### config.mk
export PLATFORM = sky130hd
export DESIGN_NAME = resize_nearest_index_map
export DESIGN_NICKNAME = d
export VERILOG_FILES = /design/src/rnim_pkg.sv /design/src/rnim_front.sv /design/src/rnim_div.sv /design/src/rnim_round.sv /design/src/resize_nearest_index_map.sv
export SDC_FILE = /design/constraint.sdc
export NUM_CORES = 2
export LEC_CHECK = 0
export CAP_MARGIN = 20
export CORE_MARGIN = 1
export CORE_UTILIZATION = 66
export DETAILED_ROUTE_END_ITERATION = 10
export DONT_BUFFER_PORTS = 1
export PLACE_DENSITY_LB_ADDON = 0.08
export SLEW_MARGIN = 5
export SYNTH_ARGS = -nofsm -noshare
export SYNTH_HDL_FRONTEND = slang
export SYNTH_HIERARCHICAL = 1
export SYNTH_SLANG_ARGS = --single-unit
### constraint.sdc
create_clock -name i_clk -period 12.6 [get_ports i_clk]
set_input_delay 1.89 -clock i_clk [delete_from_list [all_inputs] [get_ports i_clk]]
set_output_delay 1.89 -clock i_clk [all_outputs]
set_load 0.01 [all_outputs]
### src/rnim_pkg.sv
// Shared types and constants for the nearest-neighbor resize index map.
// No dependencies; every other file imports this package.
package rnim_pkg;

    localparam int COORD_W    = 12;   // out_coord / src_index
    localparam int SIZE_W     = 13;   // in_size / out_size
    localparam int SCALE_W    = 24;   // axis_scale, Q8.16
    localparam int MODE_W     = 3;
    localparam int CFG_IDX_W  = 3;
    localparam int SCALE_FRAC = 16;   // fraction bits of axis_scale
    localparam int DIV_BPS    = 3;    // quotient bits per divider stage

    localparam logic [SCALE_W-1:0] SCALE_ONE = 24'h01_0000;

    typedef enum logic [CFG_IDX_W-1:0] {
        REG_IN_SIZE    = 3'd0,
        REG_OUT_SIZE   = 3'd1,
        REG_AXIS_SCALE = 3'd2,
        REG_COORD_MODE = 3'd3,
        REG_ROUND_MODE = 3'd4
    } t_reg_idx;

    typedef enum logic [MODE_W-1:0] {
        CM_HALF_CENTER   = 3'd0,
        CM_PYTORCH_HALF  = 3'd1,
        CM_ASYMMETRIC    = 3'd2,
        CM_TF_HALF_NN    = 3'd3,
        CM_CORNER_ALIGN  = 3'd4
    } t_coord_mode;

    typedef enum logic [MODE_W-1:0] {
        RM_PREFER_FLOOR = 3'd0,
        RM_PREFER_CEIL  = 3'd1,
        RM_FLOOR        = 3'd2,
        RM_CEIL         = 3'd3,
        RM_SIMPLE       = 3'd4
    } t_round_mode;

    // How the divider operands are formed
    typedef enum logic [2:0] {
        P_IDENT = 3'd0,
        P_ZERO  = 3'd1,
        P_HALF  = 3'd2,
        P_ASYM  = 3'd3,
        P_ALIGN = 3'd4
    } t_path;

    // Rounding reduced to one offset before the floor shift
    typedef enum logic [1:0] {
        RK_FLOOR   = 2'd0,
        RK_CEIL    = 2'd1,
        RK_HALF_DN = 2'd2,
        RK_HALF_UP = 2'd3
    } t_rkind;

    // Decoded configuration; the user must keep it static while items are in flight
    typedef struct packed {
        t_path               path;
        logic                sub_half;
        t_rkind              rkind;
        logic [SIZE_W-1:0]   in_m1;
        logic [SIZE_W-1:0]   out_m1;
        logic [SCALE_W-1:0]  scale;
        logic [SIZE_W-1:0]   upper;
    } t_ctl;

endpackage

### src/rnim_front.sv
// Operand stage: builds dividend and divisor for one coordinate.
// Depends on rnim_pkg.
module rnim_front #(
    parameter int FRAC_BITS = 16,
    parameter int DW        = 44
) (
    input  logic                             i_clk,
    input  logic                             i_rst_n,
    input  logic                             i_valid,
    output logic                             o_ready,
    input  logic [rnim_pkg::COORD_W-1:0]     i_out_coord,
    input  rnim_pkg::t_ctl                   i_ctl,
    output logic                             o_valid,
    input  logic                             i_ready,
    output logic [DW-1:0]                    o_dividend,
    output logic [rnim_pkg::SCALE_W-1:0]     o_divisor
);
    import rnim_pkg::*;

    localparam int PROD_W = COORD_W + SIZE_W;
    localparam int BASE_W = COORD_W + FRAC_BITS;

    logic                 r_vld;
    logic [DW-1:0]        r_dvd;
    logic [DW-1:0]        n_dvd;
    logic [SCALE_W-1:0]   r_dvs;
    logic [SCALE_W-1:0]   n_dvs;
    logic [PROD_W-1:0]    prod;
    logic [BASE_W-1:0]    base;
    logic [BASE_W-1:0]    base_h;

    assign o_ready = !r_vld || i_ready;

    always_comb begin
        prod   = PROD_W'(i_out_coord) * PROD_W'(i_ctl.in_m1);
        base   = {i_out_coord, {FRAC_BITS{1'b0}}};
        base_h = {i_out_coord, 1'b1, {(FRAC_BITS-1){1'b0}}};  // base + half
        n_dvd  = '0;
        n_dvs  = SCALE_W'(1);
        case (i_ctl.path)
            P_IDENT: begin
                n_dvd = DW'(base);
            end
            P_HALF: begin
                n_dvd = DW'({base_h, {SCALE_FRAC{1'b0}}});
                n_dvs = i_ctl.scale;
            end
            P_ASYM: begin
                n_dvd = DW'({base, {SCALE_FRAC{1'b0}}});
                n_dvs = i_ctl.scale;
            end
            P_ALIGN: begin
                n_dvd = DW'({prod, {FRAC_BITS{1'b0}}});
                n_dvs = SCALE_W'(i_ctl.out_m1);
            end
            default: begin
                n_dvd = '0;   // forced zero coordinate
            end
        endcase
    end

    always_ff @(posedge i_clk) begin
        if (!i_rst_n) begin
            r_vld <= 1'b0;
        end else if (o_ready) begin
            r_vld <= i_valid;
        end
    end

    always_ff @(posedge i_clk) begin
        if (o_ready && i_valid) begin
            r_dvd <= n_dvd;
            r_dvs <= n_dvs;
        end
    end

    assign o_valid    = r_vld;
    assign o_dividend = r_dvd;
    assign o_divisor  = r_dvs;

endmodule

### src/rnim_div.sv
// Pipelined restoring divider, BPS quotient bits per stage, per-stage stall.
// Depends on rnim_pkg.
module rnim_div #(
    parameter int DW  = 44,
    parameter int VW  = 24,
    parameter int BPS = 3
) (
    input  logic           i_clk,
    input  logic           i_rst_n,
    input  logic           i_valid,
    output logic           o_ready,
    input  logic [DW-1:0]  i_dividend,
    input  logic [VW-1:0]  i_divisor,
    output logic           o_valid,
    input  logic           i_ready,
    output logic [DW-1:0]  o_quotient
);
    import rnim_pkg::*;

    localparam int NSTG = (DW + BPS - 1) / BPS;
    localparam int PW   = NSTG * BPS;

    // work: unconsumed dividend bits on top, quotient bits shifted in below
    typedef struct packed {
        logic [VW-1:0] rem;
        logic [PW-1:0] work;
    } t_acc;

    logic [NSTG-1:0]  r_vld;
    logic [VW-1:0]    r_rem  [NSTG];
    logic [PW-1:0]    r_work [NSTG];
    logic [VW-1:0]    r_dvs  [NSTG];
    t_acc             acc_in  [NSTG];
    t_acc             acc_out [NSTG];
    logic [VW-1:0]    dvs_in  [NSTG];
    logic [NSTG-1:0]  vld_in;
    logic [NSTG:0]    rdy;

    function automatic t_acc div_steps(t_acc a, logic [VW-1:0] d);
        t_acc          r;
        logic [VW:0]   t;
        r = a;
        for (int j = 0; j < BPS; j++) begin
            t      = {r.rem, r.work[PW-1]};
            r.work = {r.work[PW-2:0], 1'b0};
            if (t >= {1'b0, d}) begin
                r.rem     = VW'(t - {1'b0, d});
                r.work[0] = 1'b1;
            end else begin
                r.rem = t[VW-1:0];
            end
        end
        return r;
    endfunction

    always_comb begin
        rdy[NSTG] = i_ready;
        for (int k = NSTG - 1; k >= 0; k--) begin
            rdy[k] = !r_vld[k] || rdy[k+1];
        end
        acc_in[0].rem  = '0;
        acc_in[0].work = PW'(i_dividend);
        dvs_in[0]      = i_divisor;
        vld_in[0]      = i_valid;
        for (int k = 1; k < NSTG; k++) begin
            acc_in[k].rem  = r_rem[k-1];
            acc_in[k].work = r_work[k-1];
            dvs_in[k]      = r_dvs[k-1];
            vld_in[k]      = r_vld[k-1];
        end
        for (int k = 0; k < NSTG; k++) begin
            acc_out[k] = div_steps(acc_in[k], dvs_in[k]);
        end
    end

    always_ff @(posedge i_clk) begin
        if (!i_rst_n) begin
            r_vld <= '0;
        end else begin
            for (int k = 0; k < NSTG; k++) begin
                if (rdy[k]) begin
                    r_vld[k] <= vld_in[k];
                end
            end
        end
    end

    always_ff @(posedge i_clk) begin
        for (int k = 0; k < NSTG; k++) begin
            if (rdy[k] && vld_in[k]) begin
                r_rem[k]  <= acc_out[k].rem;
                r_work[k] <= acc_out[k].work;
                r_dvs[k]  <= dvs_in[k];
            end
        end
    end

    assign o_ready    = rdy[0];
    assign o_valid    = r_vld[NSTG-1];
    assign o_quotient = r_work[NSTG-1][DW-1:0];

endmodule

### src/rnim_round.sv
// Rounding and clamp stages: offset add with floor shift, then clamp.
// Depends on rnim_pkg.
module rnim_round #(
    parameter int FRAC_BITS = 16,
    parameter int DW        = 44
) (
    input  logic                          i_clk,
    input  logic                          i_rst_n,
    input  logic                          i_valid,
    output logic                          o_ready,
    input  logic [DW-1:0]                 i_quot,
    input  rnim_pkg::t_ctl                i_ctl,
    output logic                          o_valid,
    input  logic                          i_ready,
    output logic [rnim_pkg::COORD_W-1:0]  o_src_index
);
    import rnim_pkg::*;

    localparam int SW = DW + 2;
    localparam int NW = SW - FRAC_BITS;
    localparam int OW = FRAC_BITS + 2;
    localparam logic signed [OW-1:0] C_HALF   = OW'(2 ** (FRAC_BITS - 1));
    localparam logic signed [OW-1:0] C_ONE_M1 = OW'(2 ** FRAC_BITS - 1);

    logic                     r_vld1;
    logic                     r_vld2;
    logic                     rdy1;
    logic                     rdy2;
    logic signed [OW-1:0]     ofs;
    logic signed [SW-1:0]     sum;
    logic signed [NW-1:0]     r_n;
    logic [SIZE_W-1:0]        res;
    logic [COORD_W-1:0]       r_idx;

    assign rdy2    = !r_vld2 || i_ready;
    assign rdy1    = !r_vld1 || rdy2;
    assign o_ready = rdy1;

    // ceil(x) = floor(x + 1 - ulp); halves shift by one half before the floor
    always_comb begin
        case (i_ctl.rkind)
            RK_CEIL:    ofs = C_ONE_M1;
            RK_HALF_DN: ofs = C_HALF - OW'(1);
            RK_HALF_UP: ofs = C_HALF;
            default:    ofs = '0;
        endcase
        if (i_ctl.sub_half) begin
            ofs = ofs - C_HALF;
        end
        sum = $signed({2'b00, i_quot}) + SW'(ofs);
    end

    always_comb begin
        if (r_n[NW-1]) begin
            res = '0;
        end else if (r_n > $signed({{(NW-SIZE_W){1'b0}}, i_ctl.upper})) begin
            res = i_ctl.upper;
        end else begin
            res = r_n[SIZE_W-1:0];
        end
    end

    always_ff @(posedge i_clk) begin
        if (!i_rst_n) begin
            r_vld1 <= 1'b0;
            r_vld2 <= 1'b0;
        end else begin
            if (rdy1) begin
                r_vld1 <= i_valid;
            end
            if (rdy2) begin
                r_vld2 <= r_vld1;
            end
        end
    end

    always_ff @(posedge i_clk) begin
        if (rdy1 && i_valid) begin
            r_n <= sum[SW-1:FRAC_BITS];
        end
        if (rdy2 && r_vld1) begin
            r_idx <= res[COORD_W-1:0];
        end
    end

    assign o_valid     = r_vld2;
    assign o_src_index = r_idx;

endmodule

### src/resize_nearest_index_map.sv
// Nearest-neighbor resize index map for one axis: config registers and pipeline.
// Depends on rnim_pkg, rnim_front, rnim_div, rnim_round.
// Pipeline: operand stage, divider stages (3 quotient bits each), then rounding and
// clamp stages. Throughput: one item per cycle while the output is not stalled.
// Reset: config returns to in_size 1, out_size 1, scale 1.0, half-pixel centers,
// round half down; all pipeline valids clear. Config port is always ready.
module resize_nearest_index_map #(
    parameter int MAX_SIZE  = 4096,
    parameter int FRAC_BITS = 16
) (
    input  logic                            i_clk,
    input  logic                            i_rst_n,
    // configuration writes
    input  logic                            i_cfg_valid,
    output logic                            o_cfg_ready,
    input  logic [rnim_pkg::CFG_IDX_W-1:0]  i_cfg_index,
    input  logic [rnim_pkg::SCALE_W-1:0]    i_cfg_data,
    // coordinate in
    input  logic                            i_in_valid,
    output logic                            o_in_ready,
    input  logic [rnim_pkg::COORD_W-1:0]    i_out_coord,
    // index out
    output logic                            o_out_valid,
    input  logic                            i_out_ready,
    output logic [rnim_pkg::COORD_W-1:0]    o_src_index
);
    import rnim_pkg::*;

    // Dividend is at most (coordinate + 1/2) * 2^FRAC_BITS * 2^16 (half-pixel paths)
    localparam int DW = COORD_W + FRAC_BITS + SCALE_FRAC;

    logic [SIZE_W-1:0]   r_in_size;
    logic [SIZE_W-1:0]   r_out_size;
    logic [SCALE_W-1:0]  r_axis_scale;
    logic [MODE_W-1:0]   r_coord_mode;
    logic [MODE_W-1:0]   r_round_mode;

    t_ctl                ctl;
    logic [SIZE_W-1:0]   isz;
    logic                ident;
    logic                out_big;

    logic                fr_valid;
    logic                fr_ready;
    logic [DW-1:0]       fr_dvd;
    logic [SCALE_W-1:0]  fr_dvs;
    logic                dv_valid;
    logic                dv_ready;
    logic [DW-1:0]       dv_quot;

    // Config registers; writes to unused indexes are dropped.
    assign o_cfg_ready = 1'b1;

    always_ff @(posedge i_clk) begin
        if (!i_rst_n) begin
            r_in_size    <= SIZE_W'(1);
            r_out_size   <= SIZE_W'(1);
            r_axis_scale <= SCALE_ONE;
            r_coord_mode <= CM_HALF_CENTER;
            r_round_mode <= RM_PREFER_FLOOR;
        end else if (i_cfg_valid) begin
            case (i_cfg_index)
                REG_IN_SIZE:    r_in_size    <= i_cfg_data[SIZE_W-1:0];
                REG_OUT_SIZE:   r_out_size   <= i_cfg_data[SIZE_W-1:0];
                REG_AXIS_SCALE: r_axis_scale <= i_cfg_data;
                REG_COORD_MODE: r_coord_mode <= i_cfg_data[MODE_W-1:0];
                REG_ROUND_MODE: r_round_mode <= i_cfg_data[MODE_W-1:0];
                default: ;
            endcase
        end
    end

    // Config decode. The user must change config only with the pipeline empty (not enforced
    // here), as every stage reads it directly instead of carrying it along.
    always_comb begin
        isz     = (r_in_size == '0) ? SIZE_W'(1) : r_in_size;
        ident   = (r_axis_scale == SCALE_ONE) || (r_in_size == r_out_size);
        out_big = (r_out_size > SIZE_W'(1));

        ctl.scale  = (r_axis_scale == '0) ? SCALE_W'(1) : r_axis_scale;
        ctl.in_m1  = isz - SIZE_W'(1);
        ctl.out_m1 = r_out_size - SIZE_W'(1);

        // upper clamp bound saturates at MAX_SIZE - 1
        if (int'(isz) > MAX_SIZE) begin
            ctl.upper = SIZE_W'(MAX_SIZE - 1);
        end else begin
            ctl.upper = isz - SIZE_W'(1);
        end

        ctl.sub_half = 1'b0;
        if (ident) begin
            ctl.path = P_IDENT;
        end else begin
            case (r_coord_mode)
                CM_PYTORCH_HALF: begin
                    ctl.path     = out_big ? P_HALF : P_ZERO;
                    ctl.sub_half = out_big;
                end
                CM_ASYMMETRIC:    ctl.path = P_ASYM;
                CM_TF_HALF_NN:    ctl.path = P_HALF;
                CM_CORNER_ALIGN:  ctl.path = out_big ? P_ALIGN : P_ZERO;
                default: begin
                    // half-pixel centers, also for unknown codes
                    ctl.path     = P_HALF;
                    ctl.sub_half = 1'b1;
                end
            endcase
        end

        // Negative coordinates clamp to zero, so truncation acts as floor.
        case (r_round_mode)
            RM_PREFER_CEIL: ctl.rkind = RK_HALF_UP;
            RM_FLOOR:       ctl.rkind = RK_FLOOR;
            RM_CEIL:        ctl.rkind = RK_CEIL;
            RM_SIMPLE:      ctl.rkind = (r_axis_scale < SCALE_ONE) ? RK_CEIL : RK_FLOOR;
            default:        ctl.rkind = RK_HALF_DN;
        endcase
    end

    // Identity and forced-zero cases go through the divider with divisor 1.
    rnim_front #(
        .FRAC_BITS (FRAC_BITS),
        .DW        (DW)
    ) u_front (
        .i_clk       (i_clk),
        .i_rst_n     (i_rst_n),
        .i_valid     (i_in_valid),
        .o_ready     (o_in_ready),
        .i_out_coord (i_out_coord),
        .i_ctl       (ctl),
        .o_valid     (fr_valid),
        .i_ready     (fr_ready),
        .o_dividend  (fr_dvd),
        .o_divisor   (fr_dvs)
    );

    rnim_div #(
        .DW  (DW),
        .VW  (SCALE_W),
        .BPS (DIV_BPS)
    ) u_div (
        .i_clk      (i_clk),
        .i_rst_n    (i_rst_n),
        .i_valid    (fr_valid),
        .o_ready    (fr_ready),
        .i_dividend (fr_dvd),
        .i_divisor  (fr_dvs),
        .o_valid    (dv_valid),
        .i_ready    (dv_ready),
        .o_quotient (dv_quot)
    );

    // Rounding and clamp stages; ready passes back from the output combinationally.
    rnim_round #(
        .FRAC_BITS (FRAC_BITS),
        .DW        (DW)
    ) u_round (
        .i_clk       (i_clk),
        .i_rst_n     (i_rst_n),
        .i_valid     (dv_valid),
        .o_ready     (dv_ready),
        .i_quot      (dv_quot),
        .i_ctl       (ctl),
        .o_valid     (o_out_valid),
        .i_ready     (i_out_ready),
        .o_src_index (o_src_index)
    );

endmodule

==> results.ini <==
[worst_setup_path]
worst_setup_path_end_kind=register
crit_type=reg -> reg
critPathLaunch=u_div/r_dvs[0][97]
crit_arrival_ps=12010
r2r_slack_ps=1160
crit-reg2reg-launch=u_div/r_dvs[0][97]
crit_end=u_div/r_rem[0][137]
cp_slowest_stage_delay_ps=870
startpoint_type=register
slowest_stage=a31o_1
ff2ff_path_depth=33
rr_endpoint=u_div/r_rem[0][137]
worstPathRequired_ps=13170
path_max_fanout=25

[clock_network]
cts_setup_buffers=0
clk-insertion-delay-late_ps=830
cts_buffers=161
htree_levels=4
ctsResizeCount=0
clockBufferDepth=3
cts_root_buf=clkbuf_16
cts_tree=done
hold_buffers=0
clock_sinks=1500
clk_pin_slew_ps=60

[synthesis]
yosysMostFrequentCell=edfxtp_1
yosysTopAreaCell=edfxtp_1
synth_seq_area_share_pct=37.9
syn_area_per_cell_um2=10.1
synth_edf_count=1426
synthTopCellsByArea=edfxtp_1 (37%), ha_1 (12%), mux2_2 (5.5%), xnor2_1 (4.4%), a21oi_1 (3.7%)
synthTopCellsByCount=edfxtp_1 (1426), ha_1 (1142), inv_1 (907), a21oi_1 (864), nand2_1 (851)
syn-cell-area_um2=117000
postSynthCellCount=11600
ys_async_sr_fraction_pct=0
synthFlopType=edfxtp_1
synth-seq-cells=1500
yosys_warnings=6
yosys.cell_types.count=125
synth_top_area_share_pct=36.7

[drt]
via_count=92200
routedWlPerCell_um=24.1
drtPass1Iterations=9
drtIter0Drc=9581
wl_mm=338
drc=0
viasPerCell=6.58
drtAntennaViolNets=0

[timing]
min_period_over_period_pct=90.8
slew_viol_final=0
relSlewSlack_pct=19.1
fmax_ghz=0.0874
holdWs_ps=404
final.min_clock_period_ps=11440
setup_viol=0
grt_setup_unrepaired=false
final_hold_viol_count=0
clock_skew_ps=26.8
worst_pin_slew_ps=1180
tns_ps=0

[hold_path]
hold_class=reg -> reg
min_path_cells=0

[placement]
gp_congestion=1.02
dp_hpwl_mm=263
io_buffers=0

[global_routing]
antenna_found_initial=15
grt_max_degree=94
track_usage_pct=36.9
grt_pass1_vias=89400
overflow=0
grt_pass1_wl_mm=513

[die]
coreArea_um2=176000
start_util_pct=66.4
die_area_um2=179000
fp.dieW_um=423
num_rows=154
io_pins=59
fp.dieH_um=423

[run_status]
outcome=finished, final reports clean

[pwr]
p_leak_uw=0.0508
finalPower_uw=19200
ir_drop_uv=378
p_per_area_nw_per_um2=154

[final_layout]
fin_nets=12900
syn2layout_area_growth_pct=6.80
post-route-util_pct=70.9
drive_gt1_share_pct=9.76

[job]
maxCapViolCount=0

-- worst max-delay path: cells and delay by family (launching register included) --
kind                     cells  cell delay (ps)
multiplexers                 3             1170
AND/OR/NAND/NOR              5             1410
buffers and inverters        3              850
adder cells (fa/ha/maj)      3             1020
AO/OA/AOI/OAI               19             6370
flip-flops                   1              340
-- final cells by class --
| cell class | instances | area [um2] |
|---|---|---|
| repair buffers | 80 | 638 |
| fillers | 12800 | 51200 |
| clock inverters | 108 | 1290 |
| diodes | 12 | 30.0 |
| multi-input cells | 8879 | 68000 |
| flip-flops and latches | 1500 | 44300 |
| clock buffers | 186 | 4140 |
| well taps | 2340 | 2930 |
| inverters | 911 | 3420 |
-- stage by stage --
| stage | instance area (um2) | setup slack, ps | cells |
|---|---|---|---|
| after global routing | 125000 | 468 | 14000 |
| after floorplan | 117000 | 2500 | 11600 |
| after global placement | 119000 | 1860 | 13700 |
| final | 125000 | 1160 | 14000 |
| after CTS | 125000 | 1330 | 14000 |
| after detailed placement | 119000 | 1520 | 13700 |
-- state kept, by name (all words and copies together), names as in the netlist --
signal / count
r_axis_scale: 24
r_coord_mode: 3
r_in_size: 13
r_out_size: 13
r_round_mode: 3
u_div/r_dvs: 336
u_div/r_rem: 336
u_div/r_vld: 15
u_div/r_work: 660
u_front/o_dividend: 28
u_front/o_divisor: 24
u_front/o_valid: 1
u_round/o_src_index: 12
u_round/o_valid: 1
u_round/r_n: 30
u_round/r_vld1: 1
-- how the worst min path moves through the flow --
stage                          from                   end  slack (ps)
2_1_floorplan   u_div/r_work[0][52]  u_div/r_work[0][100]         400
3_3_place_gp     u_div/r_work[0][6]   u_div/r_work[0][54]         400
3_5_place_dp    u_div/r_work[0][62]  u_div/r_work[0][110]         400
4_1_cts        u_div/r_work[1][102]  u_div/r_work[1][150]         400
5_1_grt        u_div/r_work[0][138]  u_div/r_work[0][186]         410
6_report       u_div/r_work[1][214]  u_div/r_work[1][262]         400
-- placed cells by master, fill, tap and decap left out, types with 322 or more instances in the layout --
cell      instances
a21o_1          436
a21oi_1         861
edfxtp_1       1426
ha_1           1141
inv_1           907
mux2_2          567
nand2_1         851
nor2_1          580
o21ai_0         594
xnor2_1         590
xor2_1          322
-- layer usage --
layer / vias up / track usage (%) / share of wire, %
met5: - / 0 / 0.027
met4: 12 / 20.2 / 6.0
met3: 959 / 5.47 / 7.8
met2: 4230 / 59.0 / 46
met1: 44200 / 48.3 / 41
li1: 42800 / - / -
-- report_power, final --
part / total (uW) / switching, uW / internal (uW)
clock: 4890 / 2120 / 2770
combinational: 8310 / 4530 / 3780
sequential: 5980 / 106 / 5870
-- logic make-up (layout without fill, tap and decap cells) --
family	Yosys count	after routing	share of synthesized area [%]
AOI/OAI and AO/OA	3104	3104	17.4
and+or+nand+nor	2830	2830	11.9
DFF	1500	1500	37.9
adders and majority gates	1295	1295	14.9
buffers and inverters	1220	1285	4.15
xor gates and xnor gates	913	913	6.85
muxes	709	709	6.85
other	3	40	0.00964
Note: power is estimated with default switching activity, not from simulation.
